## src/hw/rtl/drht_pkg.sv

```systemverilog
// ----------------------------------------------------------------------------
// drht_pkg
// Shared types, sizes and helpers for the dirty range history tracker.
// ----------------------------------------------------------------------------
`default_nettype none

package drht_pkg;

	localparam int HIST_DEPTH = 16;
	localparam int IDX_BITS   = 24;

	localparam int FIRST_W = IDX_BITS;
	localparam int COUNT_W = IDX_BITS + 1;
	localparam int END_W   = IDX_BITS + 2;
	localparam int STAMP_W = 32;
	localparam int SLOT_W  = $clog2(HIST_DEPTH);
	localparam int FILL_W  = $clog2(HIST_DEPTH + 1);
	localparam int SUM_W   = FILL_W + 1;

	localparam logic REQ_RECORD = 1'b0;
	localparam logic REQ_QUERY  = 1'b1;

	typedef enum logic [2:0] {
		ST_IDLE,
		ST_DECIDE,
		ST_SCAN,
		ST_DRAIN,
		ST_RESULT
	} state_t;

	typedef struct packed {
		logic [STAMP_W-1:0] stamp;
		logic [FIRST_W-1:0] first;
		logic [COUNT_W-1:0] count;
		logic               full;
	} entry_t;

	typedef struct packed {
		logic load;
		logic write;
		logic scan_step;
		logic emit;
	} cmd_t;

	typedef struct packed {
		logic is_query;
		logic quick;
		logic scan_last;
	} sts_t;

	function automatic logic [SLOT_W-1:0] ring_slot(input logic [SLOT_W-1:0] base,
			input logic [FILL_W-1:0] offset);
		logic [SUM_W-1:0] sum;
		sum = SUM_W'(base) + SUM_W'(offset);
		if (sum >= SUM_W'(HIST_DEPTH)) begin
			sum = sum - SUM_W'(HIST_DEPTH);
		end
		return sum[SLOT_W-1:0];
	endfunction

endpackage

`default_nettype wire

```

## src/hw/rtl/drht_ctrl.sv

```systemverilog
// ----------------------------------------------------------------------------
// drht_ctrl
// Sequencer that steps a request through decode, history scan and result.
// ----------------------------------------------------------------------------
`default_nettype none

module drht_ctrl
	import drht_pkg::*;
(
	input  wire  clk,
	input  wire  arst_n,
	input  wire  start,
	input  sts_t sts,
	output logic busy,
	output cmd_t cmd
);

	state_t state_q;
	state_t state_next;

	always_ff @(posedge clk or negedge arst_n) begin
		if (!arst_n) begin
			state_q <= ST_IDLE;
		end else begin
			state_q <= state_next;
		end
	end

	always_comb begin
		state_next = state_q;
		unique case (state_q)
			ST_IDLE: begin
				if (start) begin
					state_next = ST_DECIDE;
				end
			end
			ST_DECIDE: begin
				if (!sts.is_query || sts.quick) begin
					state_next = ST_RESULT;
				end else begin
					state_next = ST_SCAN;
				end
			end
			ST_SCAN: begin
				if (sts.scan_last) begin
					state_next = ST_DRAIN;
				end
			end
			ST_DRAIN:  state_next = ST_RESULT;
			ST_RESULT: state_next = ST_IDLE;
			default:   state_next = ST_IDLE;
		endcase
	end

	always_comb begin
		busy          = 1'b1;
		cmd           = '0;
		unique case (state_q)
			ST_IDLE: begin
				busy     = 1'b0;
				cmd.load = start;
			end
			ST_DECIDE: cmd.write     = !sts.is_query;
			ST_SCAN:   cmd.scan_step = 1'b1;
			ST_DRAIN:  cmd           = '0;
			ST_RESULT: cmd.emit      = 1'b1;
			default:   cmd           = '0;
		endcase
	end

endmodule

`default_nettype wire

```

## src/hw/rtl/drht_dp.sv

```systemverilog
// ----------------------------------------------------------------------------
// drht_dp
// Request registers, history ring memory, scan evaluation and result register.
// ----------------------------------------------------------------------------
`default_nettype none

module drht_dp
	import drht_pkg::*;
(
	input  wire                clk,
	input  wire                arst_n,
	input  cmd_t               cmd,
	output sts_t               sts,
	input  wire                req_type,
	input  wire                clear_first,
	input  wire  [FIRST_W-1:0] range_first,
	input  wire  [COUNT_W-1:0] range_count,
	input  wire                full_flag,
	input  wire  [STAMP_W-1:0] stamp,
	input  wire  [STAMP_W-1:0] since_time,
	input  wire  [COUNT_W-1:0] inst_total,
	output logic               done,
	output logic [FIRST_W-1:0] out_first,
	output logic [COUNT_W-1:0] out_count,
	output logic               out_full
);

	logic               req_q;
	logic               clear_q;
	logic [FIRST_W-1:0] first_q;
	logic [COUNT_W-1:0] count_q;
	logic               flag_q;
	logic [STAMP_W-1:0] now_q;
	logic [STAMP_W-1:0] since_q;
	logic [COUNT_W-1:0] inst_q;

	logic [SLOT_W-1:0]  oldest_q;
	logic [FILL_W-1:0]  fill_q;
	logic [FILL_W-1:0]  k_q;

	entry_t             mem [HIST_DEPTH];
	entry_t             rd_s1;
	logic               rd_v_s1;
	logic               first_s1;
	logic               last_s1;

	logic               found_q;
	logic               force_q;
	logic [FIRST_W-1:0] lo_q;
	logic [END_W-1:0]   hi_q;

	logic               done_q;
	logic [FIRST_W-1:0] res_first_q;
	logic [COUNT_W-1:0] res_count_q;
	logic               res_full_q;

	logic [SLOT_W-1:0]  eff_old;
	logic [FILL_W-1:0]  eff_fill;
	logic               ring_full;
	logic [SLOT_W-1:0]  wr_slot;
	logic [SLOT_W-1:0]  rd_addr;
	logic               newer;
	logic [END_W-1:0]   rd_end;
	logic               hit_full;
	logic [END_W-1:0]   hull_len;
	logic               empty_ans;
	logic               full_ans;

	always_ff @(posedge clk) begin
		if (cmd.load) begin
			req_q   <= req_type;
			clear_q <= clear_first;
			first_q <= range_first;
			count_q <= range_count;
			flag_q  <= full_flag;
			now_q   <= stamp;
			since_q <= since_time;
			inst_q  <= inst_total;
		end
	end

	assign eff_old   = clear_q ? '0 : oldest_q;
	assign eff_fill  = clear_q ? '0 : fill_q;
	assign ring_full = (eff_fill == FILL_W'(HIST_DEPTH));
	assign wr_slot   = ring_full ? eff_old : ring_slot(eff_old, eff_fill);

	always_ff @(posedge clk or negedge arst_n) begin
		if (!arst_n) begin
			oldest_q <= '0;
			fill_q   <= '0;
		end else if (cmd.write) begin
			if (ring_full) begin
				oldest_q <= ring_slot(eff_old, FILL_W'(1));
				fill_q   <= eff_fill;
			end else begin
				oldest_q <= eff_old;
				fill_q   <= eff_fill + FILL_W'(1);
			end
		end
	end

	always_ff @(posedge clk) begin
		if (cmd.write) begin
			mem[wr_slot] <= '{stamp: now_q, first: first_q, count: count_q, full: flag_q};
		end
	end

	assign rd_addr = ring_slot(oldest_q, k_q);

	always_ff @(posedge clk) begin
		if (cmd.scan_step) begin
			rd_s1    <= mem[rd_addr];
			first_s1 <= (k_q == '0);
			last_s1  <= sts.scan_last;
		end
	end

	always_ff @(posedge clk or negedge arst_n) begin
		if (!arst_n) begin
			k_q     <= '0;
			rd_v_s1 <= 1'b0;
		end else begin
			rd_v_s1 <= cmd.scan_step;
			if (cmd.load) begin
				k_q <= '0;
			end else if (cmd.scan_step) begin
				k_q <= k_q + FILL_W'(1);
			end
		end
	end

	assign newer    = (rd_s1.stamp > since_q);
	assign rd_end   = END_W'(rd_s1.first) + END_W'(rd_s1.count);
	assign hit_full = (last_s1 && (rd_s1.stamp != now_q))
		|| (first_s1 && (fill_q == FILL_W'(HIST_DEPTH)) && (since_q < rd_s1.stamp))
		|| (newer && rd_s1.full);

	always_ff @(posedge clk or negedge arst_n) begin
		if (!arst_n) begin
			found_q <= 1'b0;
			force_q <= 1'b0;
		end else if (cmd.load) begin
			found_q <= 1'b0;
			force_q <= 1'b0;
		end else if (rd_v_s1) begin
			if (hit_full) begin
				force_q <= 1'b1;
			end
			if (newer && !rd_s1.full) begin
				found_q <= 1'b1;
			end
		end
	end

	always_ff @(posedge clk) begin
		if (rd_v_s1 && newer && !rd_s1.full) begin
			if (!found_q) begin
				lo_q <= rd_s1.first;
				hi_q <= rd_end;
			end else begin
				if (rd_s1.first < lo_q) begin
					lo_q <= rd_s1.first;
				end
				if (rd_end > hi_q) begin
					hi_q <= rd_end;
				end
			end
		end
	end

	assign empty_ans = (since_q >= now_q);
	assign full_ans  = (since_q == '0) || (fill_q == '0) || force_q || !found_q;
	assign hull_len  = hi_q - END_W'(lo_q);

	always_ff @(posedge clk) begin
		if (cmd.emit) begin
			if ((req_q == REQ_RECORD) || empty_ans) begin
				res_first_q <= '0;
				res_count_q <= '0;
				res_full_q  <= 1'b0;
			end else if (full_ans) begin
				res_first_q <= '0;
				res_count_q <= inst_q;
				res_full_q  <= 1'b1;
			end else begin
				res_first_q <= lo_q;
				res_count_q <= hull_len[END_W-1] ? '1 : hull_len[COUNT_W-1:0];
				res_full_q  <= 1'b0;
			end
		end
	end

	always_ff @(posedge clk or negedge arst_n) begin
		if (!arst_n) begin
			done_q <= 1'b0;
		end else begin
			done_q <= cmd.emit;
		end
	end

	assign sts.is_query  = (req_q == REQ_QUERY);
	assign sts.quick     = empty_ans || (since_q == '0) || (fill_q == '0);
	assign sts.scan_last = (k_q == (fill_q - FILL_W'(1)));

	assign done      = done_q;
	assign out_first = res_first_q;
	assign out_count = res_count_q;
	assign out_full  = res_full_q;

endmodule

`default_nettype wire

```

## src/hw/rtl/dirty_range_history_tracker.sv

```systemverilog
// ----------------------------------------------------------------------------
// dirty_range_history_tracker
// Keeps a ring of dirty range records and answers what changed since a time.
// ----------------------------------------------------------------------------
// A record request passes decide and result; done is registered from result.
// A query scans the valid records, one history memory read per cycle, then
// drains the read stage; a query answered without a scan skips both.
// A new request is taken in the cycle its predecessor's result is shown.
// Reset clears the ring pointers and control; record contents need no reset.
`default_nettype none

module dirty_range_history_tracker
	import drht_pkg::*;
(
	input  wire                clk,
	input  wire                arst_n,
	input  wire                start,
	output logic               busy,
	input  wire                req_type,
	input  wire                clear_first,
	input  wire  [FIRST_W-1:0] range_first,
	input  wire  [COUNT_W-1:0] range_count,
	input  wire                full_flag,
	input  wire  [STAMP_W-1:0] stamp,
	input  wire  [STAMP_W-1:0] since_time,
	input  wire  [COUNT_W-1:0] inst_total,
	output logic               done,
	output logic [FIRST_W-1:0] out_first,
	output logic [COUNT_W-1:0] out_count,
	output logic               out_full
);

	cmd_t cmd;
	sts_t sts;

	drht_ctrl u_ctrl (
		.clk    (clk),
		.arst_n (arst_n),
		.start  (start),
		.sts    (sts),
		.busy   (busy),
		.cmd    (cmd)
	);

	drht_dp u_dp (
		.clk         (clk),
		.arst_n      (arst_n),
		.cmd         (cmd),
		.sts         (sts),
		.req_type    (req_type),
		.clear_first (clear_first),
		.range_first (range_first),
		.range_count (range_count),
		.full_flag   (full_flag),
		.stamp       (stamp),
		.since_time  (since_time),
		.inst_total  (inst_total),
		.done        (done),
		.out_first   (out_first),
		.out_count   (out_count),
		.out_full    (out_full)
	);

endmodule

`default_nettype wire

```

## config.mk

```make
export PLATFORM = sky130hd
export DESIGN_NAME = dirty_range_history_tracker
export DESIGN_NICKNAME = d
export VERILOG_FILES = /design/src/hw/rtl/drht_pkg.sv /design/src/hw/rtl/drht_ctrl.sv /design/src/hw/rtl/drht_dp.sv /design/src/hw/rtl/dirty_range_history_tracker.sv
export SDC_FILE = /design/constraint.sdc
export NUM_CORES = 2
export LEC_CHECK = 0
export ABC_AREA = 0
export ABC_CLOCK_PERIOD_IN_PS = 11000
export BUFFER_PORTS_ARGS = -buffer_cell sky130_fd_sc_hd__buf_4
export CORE_MARGIN = 2
export CORE_UTILIZATION = 30
export DETAILED_ROUTE_END_ITERATION = 10
export GPL_TIMING_DRIVEN = 0
export PLACE_DENSITY = 0.42
export SLEW_MARGIN = 20
export SYNTH_ARGS = -nofsm -noshare
export SYNTH_HDL_FRONTEND = slang
export SYNTH_HIERARCHICAL = 1
export SYNTH_SLANG_ARGS = --single-unit
```

## constraint.sdc

```tcl
create_clock -name clk -period 11 [get_ports clk]
set_input_delay 1.1 -clock clk [delete_from_list [all_inputs] [get_ports clk]]
set_output_delay 1.1 -clock clk [all_outputs]
set_load 0.03 [all_outputs]
```

* Word level (Yosys, flattened, before mapping)
Memory sizes are Yosys's and may differ from the RTL's. A register that Yosys moved wholly into a read port is not among the register bits.
Index checks and enable logic that the tools add are counted.
** Operators by class
- $add $sub $neg :: 11
- Order comparisons :: 8
- Equality and inequality tests :: 12
- Mux-type cells :: 34
- Bitwise gates (word level) :: 1
- Reduce and logical (&&, ||, !) cells :: 33
** Operators by type and width (number)
- 26-bit two-way mux :: 2
- 25-bit two-way mux :: 2
- 24-bit two-way mux :: 2
- 32-bit greater-or-equal comparator :: 1
- 32-bit greater-than comparator :: 1
- 32-bit logical NOT :: 1
- 32-bit less-than comparator :: 1
- 32-bit inequality test :: 1
- 24-bit by 25-bit adder with 26-bit output :: 1
- 26-bit greater-than comparator :: 1
- 26-bit by 24-bit subtractor with 26-bit output :: 1
- 24-bit less-than comparator :: 1
- 4-bit two-way mux :: 6
- 5-bit two-way mux :: 4
- 1-bit two-way mux :: 14
- 4-bit by 5-bit adder with 6-bit output :: 2
- 6-bit by 5-bit greater-or-equal comparator with 1-bit output (second input constant) :: 2
- 3-bit case mux with 4 select lines :: 1
- 4-bit by 1-bit subtractor with 4-bit output (second input constant) :: 3
- 5-bit by 1-bit adder with 5-bit output (second input constant) :: 2
- 5-bit == test (second input constant) :: 2
- 5-bit logical NOT :: 2
- 2-bit AND reduction :: 5
- 1-bit logical OR :: 9
- 15 further kinds :: 32
** Storage, ports and cells
- Register bits after elaboration :: 264
- Bits in writable memories :: 1312
- Bits of input ports :: 144
- Output and inout port bits :: 52
- Word-level logic and storage cells :: 123
- Memories kept :: 1
** Memory list
- u_dp.mem :: words 16, bits a word 82, read ports 1, clocked after memory_dff 1, write ports 1, line drht_dp.sv:41 : entry_t mem [HIST_DEPTH];

* Logic depth before layout (Yosys ltp)
- Depth after elaboration :: 8
- Mapped depth :: 18
- Depth with buffers taken out :: 18

* By module
The synthesis kept the hierarchy.
** By module, submodules not included
- drht_dp :: instances 1, cells each 3632, area each 67005.5 µm², seq. area each 49607.6 µm²
- drht_ctrl :: instances 1, cells each 15, area each 157.7 µm², seq. area each 75.1 µm²

* Worst setup path after synthesis
No wires, ideal clock.
- Path kind :: input to register
- Start :: input start
- End :: register u_dp.clear_q, enable pin
- Setup time :: 0.654 ns
- Data arrival time :: 7.150 ns
- Data required time :: 10.346 ns
- Path slack :: 3.196 ns
- Stages on the path :: 2
- Path buffers :: 0
- Path through :: inv_1 -> nor2_1
** RTL lines
- from (decl) :: line dirty_range_history_tracker.sv:17 : input wire start,
- to (signal assigned) :: line drht_dp.sv:72 : clear_q <= clear_first;
- to (decl) :: line drht_dp.sv:29 : logic clear_q;

* Worst setup path in the final report
- Start :: register, netlist name u_dp/rd_s1[29]
- End :: register u_dp.hi_q[15], enable pin
** Between the ends
- Word-level cells in the longest chain between the ends :: 4
** Ends and longest elaborated chain
- 24-bit by 25-bit adder with 26-bit output :: line drht_dp.sv:133 : assign rd_end = END_W'(rd_s1.first) + END_W'(rd_s1.count);
- via u_dp.rd_end[23] :: line drht_dp.sv:63 : logic [END_W-1:0] rd_end;
- 26-bit greater-than comparator :: line drht_dp.sv:164 : if (rd_end > hi_q) begin
- 2-bit inequality test (no line)
- 2-bit AND reduction (no line)
- to (signal assigned) :: line drht_dp.sv:159 : hi_q <= rd_end;
- to (signal assigned) :: line drht_dp.sv:165 : hi_q <= rd_end;
- to (decl) :: line drht_dp.sv:50 : logic [END_W-1:0] hi_q;
The timed path passes the listed nets, and every way through them passes these cells.
A chain may end at the register's enable or synchronous reset.

==> impl_metrics.env <==
export IMPL_via_count=34862
export IMPL_grt_pass1_wl_um=271500
export IMPL_hold_violations=0
export IMPL_clock_root_buffer="clkbuf_16"
export IMPL_globalRouteTotalUtil=0.1654
export IMPL_p_leak_uw=0.02757
export IMPL_status="finished, final reports clean"
export IMPL_ys_warn_count=6
export IMPL_relSlewSlack=0.2691
export IMPL_seq_power_share=0.440
export IMPL_drtAntennaViolNets=0
export IMPL_hold_slack_ns=0.1998
export IMPL_final_util=0.3643
export IMPL_die_area_um2=227700
export IMPL_cap_violations=0
export IMPL_htree_levels=4
export IMPL_cts_buffer_depth=3
export IMPL_netlist_top_cells_area="edfxtp_1 (73%), mux4_2 (11%), ha_1 (3.2%)"
export IMPL_synth_largest_area_cell="edfxtp_1"
export IMPL_post_route_min_period_ns=5.644
export IMPL_die_h_um=477.2
export IMPL_fin_nets=4471
export IMPL_synth_yosys_seq_area_share=0.7397
export IMPL_final_common_cell="edfxtp_1"
export IMPL_worst_slew_pin_slew_ns=1.096
export IMPL_layout_setup_ws_ns=5.356
export IMPL_rows=173
export IMPL_final_cell_mix="edfxtp_1 (1637), nand2_1 (390), mux4_2 (328)"
export IMPL_synth_cell_types=68
export IMPL_io_buffers=195
export IMPL_swShare=0.3025
export IMPL_async_reset_ff_frac=0.01267
export IMPL_pre_cts_ws_ns=5.128
export IMPL_critical_path_max_fanout=13
export IMPL_antenna_found_initial=3
export IMPL_drt_pass1_iterations=6
export IMPL_io_pins=196
export IMPL_grt_max_degree=26
export IMPL_post_cts_buffers=0
export IMPL_power_density_nw_per_um2=239.3
export IMPL_rsz0062_at_grt="no"
export IMPL_cts_buffers_inserted=187
export IMPL_initial_utilization=0.3021
export IMPL_combPwrFrac=0.246
export IMPL_worstSetupPathType="reg -> reg"
export IMPL_worstPathRequired_ns=11.56
export IMPL_hold_buffers=0
export IMPL_clockPowerShare=0.314
export IMPL_dp_hpwl_um=132000
export IMPL_coreArea_um2=222300
export IMPL_overflow=0
export IMPL_cts_resized=0
export IMPL_netSwitchingPower_uw=5860
export IMPL_drive_gt1_frac=0.2316
export IMPL_place_congestion=0.7925
export IMPL_cp_end_kind="flop"
export IMPL_drt_initial_drc_count=2700
export IMPL_area_growth_pct=20.58
export IMPL_hold_path_class="in -> async"
export IMPL_grt_pass1_vias=36557
export IMPL_syn_area_per_cell_um2=18.42
export IMPL_ys_flop_type="edfxtp_1"
export IMPL_cts_tree="done"
export IMPL_die_w_um=477.2
export IMPL_setup_viol=0
export IMPL_synth_fp_nets=3967
export IMPL_clk_pin_slew_worst_paths_ns=0.06
export IMPL_synth_edf_count=1637
export IMPL_vias_per_cell=4.785
export IMPL_post_route_period_util=0.5131
export IMPL_drc_errors=0
export IMPL_p_int_uw=13520
export IMPL_cts_sinks=1658
export IMPL_worstPathArrival_ns=6.21
export IMPL_slew_viol_final=0
export IMPL_synth_top_area_frac=0.7319
export IMPL_clock_skew_ns=0.02731
export IMPL_ys_ff_latch=1658
export IMPL_worstSetupStartpointType="flop"
export IMPL_fmaxAchievable_mhz=177.2
export IMPL_wirelength_um=189200
export IMPL_final_setup_tns_ns=0
export IMPL_mappedNetlistArea_um2=67160
export IMPL_wl_per_cell_um=25.97
export IMPL_ir_worst_vdd_uv=134.6
export IMPL_synthesis_instances=3647
export IMPL_clock_latency_ns=0.83
-- flip-flops by register name (all words and copies together), names as in the netlist, 3 cells and up --
signal	flops
u_dp/mem	1312
u_dp/first_q	24
u_dp/rd_s1	82
u_dp/hi_q	26
u_dp/k_q	5
u_dp/out_count	25
u_dp/count_q	25
u_dp/inst_q	25
u_dp/lo_q	24
u_dp/oldest_q	4
u_dp/now_q	32
u_dp/out_first	24
u_ctrl/state_q	3
u_dp/fill_q	5
u_dp/since_q	32
-- critical path, cell delays in order (launching register included) --
cell and delay (ns):
edfxtp_1 0.52, ha_1 0.40, o21ai_0 0.10, nor2_1 0.19
o21ai_0 0.25, o41ai_1 0.78, a41oi_1 0.30, o311ai_0 0.46
a21oi_1 0.19, xnor2_1 0.28, ha_1 0.32, nand2_1 0.07
nor2_1 0.03, a2111oi_0 0.37, nor2_1 0.12, a2111oi_0 0.62
a211oi_4 0.16, buf_6 0.22
-- final cells by class --
class	count	area (µm²)
Multi-Input combinational cell	1696	16500
Fill cell	20825	141300
Tap cell	2975	3722
Clock inverter	115	1037
Buffer	153	664.4
Sequential cell	1658	49680
Clock buffer	228	4897
Antenna cell	6	15.01
Timing Repair Buffer	315	3939
Inverter	140	525.5
-- stage by stage --
stage               cells  instance area, µm²  power [µW]
finish               7286               80980       19380
global placement     6817               72350       13490
global route         7280               80970       20360
CTS                  7279               80960       19730
floorplan            3647               67160       11570
detailed placement   6936               75020       13570
-- cells in the mapped netlist, drive strengths merged (9+ instances only) --
| library cell | n |
|---|---|
| nand3 | 14 |
| a21oi | 105 |
| xnor2 | 71 |
| ha | 172 |
| nor4 | 14 |
| nand2b | 18 |
| a31oi | 89 |
| nor2b | 20 |
| inv | 140 |
| dfrtp | 21 |
| edfxtp | 1637 |
| mux4 | 328 |
| a2111oi | 9 |
| nor2 | 66 |
| a21o | 50 |
| buf | 43 |
| nand4 | 32 |
| clkbuf | 110 |
| nor3 | 13 |
| and3 | 111 |
| a211oi | 15 |
| xor2 | 20 |
| nand2 | 390 |
| o21ai | 80 |
-- power groups by stage --
stage	clock network [µW]	logic, µW	registers (µW)
after CTS	6270	4900	8560
after global routing	6530	5210	8630
after floorplan	0	3050	8520
after detailed placement	0	4880	8680
after global placement	0	4650	8840
final	6080	4760	8530
-- routing by layer --
metal | share of wire | track usage
met1 | 0.44 | 0.2218
met2 | 0.50 | 0.2785
met3 | 0.039 | 0.02449
met4 | 0.025 | 0.04697
met5 | 0 | 0
-- worst paths after layout --
| check | start | to | slack (ns) | cells past startpoint |
|---|---|---|---|---|
| setup / recovery | u_dp/rd_s1[29]$_DFFE_PP_ | u_dp/hi_q[15]$_DFFE_PP_ | 5.36 | 17 |
| hold / removal | arst_n | u_ctrl/state_q[1]$_DFFE_PN0P_ | 0.20 | 1 |
| setup reg to reg | u_dp/rd_s1[29]$_DFFE_PP_ | u_dp/hi_q[15]$_DFFE_PP_ | 5.36 | 17 |
| hold reg to reg | u_dp/rd_s1[33]$_DFFE_PP_ | u_dp/lo_q[7]$_DFFE_PP_ | 0.54 | 0 |
| max in group asynchronous | arst_n | u_dp/oldest_q[1]$_DFFE_PN0P_ | 10.51 | 1 |
| min in group clk | range_first[15] | u_dp/first_q[15]$_DFFE_PP_ | 0.45 | 1 |
-- cells by family (layout without fill, tap and decap cells) --
| logic type | Yosys count | after routing | share of synthesized area |
|---|---|---|---|
| and+or+nand+nor | 700 | 700 | 0.04849 |
| buffers and inverters | 293 | 951 | 0.01749 |
| AOI/OAI and AO/OA | 399 | 399 | 0.03890 |
| xor gates and xnor gates | 91 | 91 | 0.01187 |
| adders and majority gates | 176 | 176 | 0.03323 |
| DFF | 1658 | 1658 | 0.7397 |
| muxes | 330 | 330 | 0.1103 |
| other | 0 | 6 | 0 |
Power figures use the tool's default switching activity.
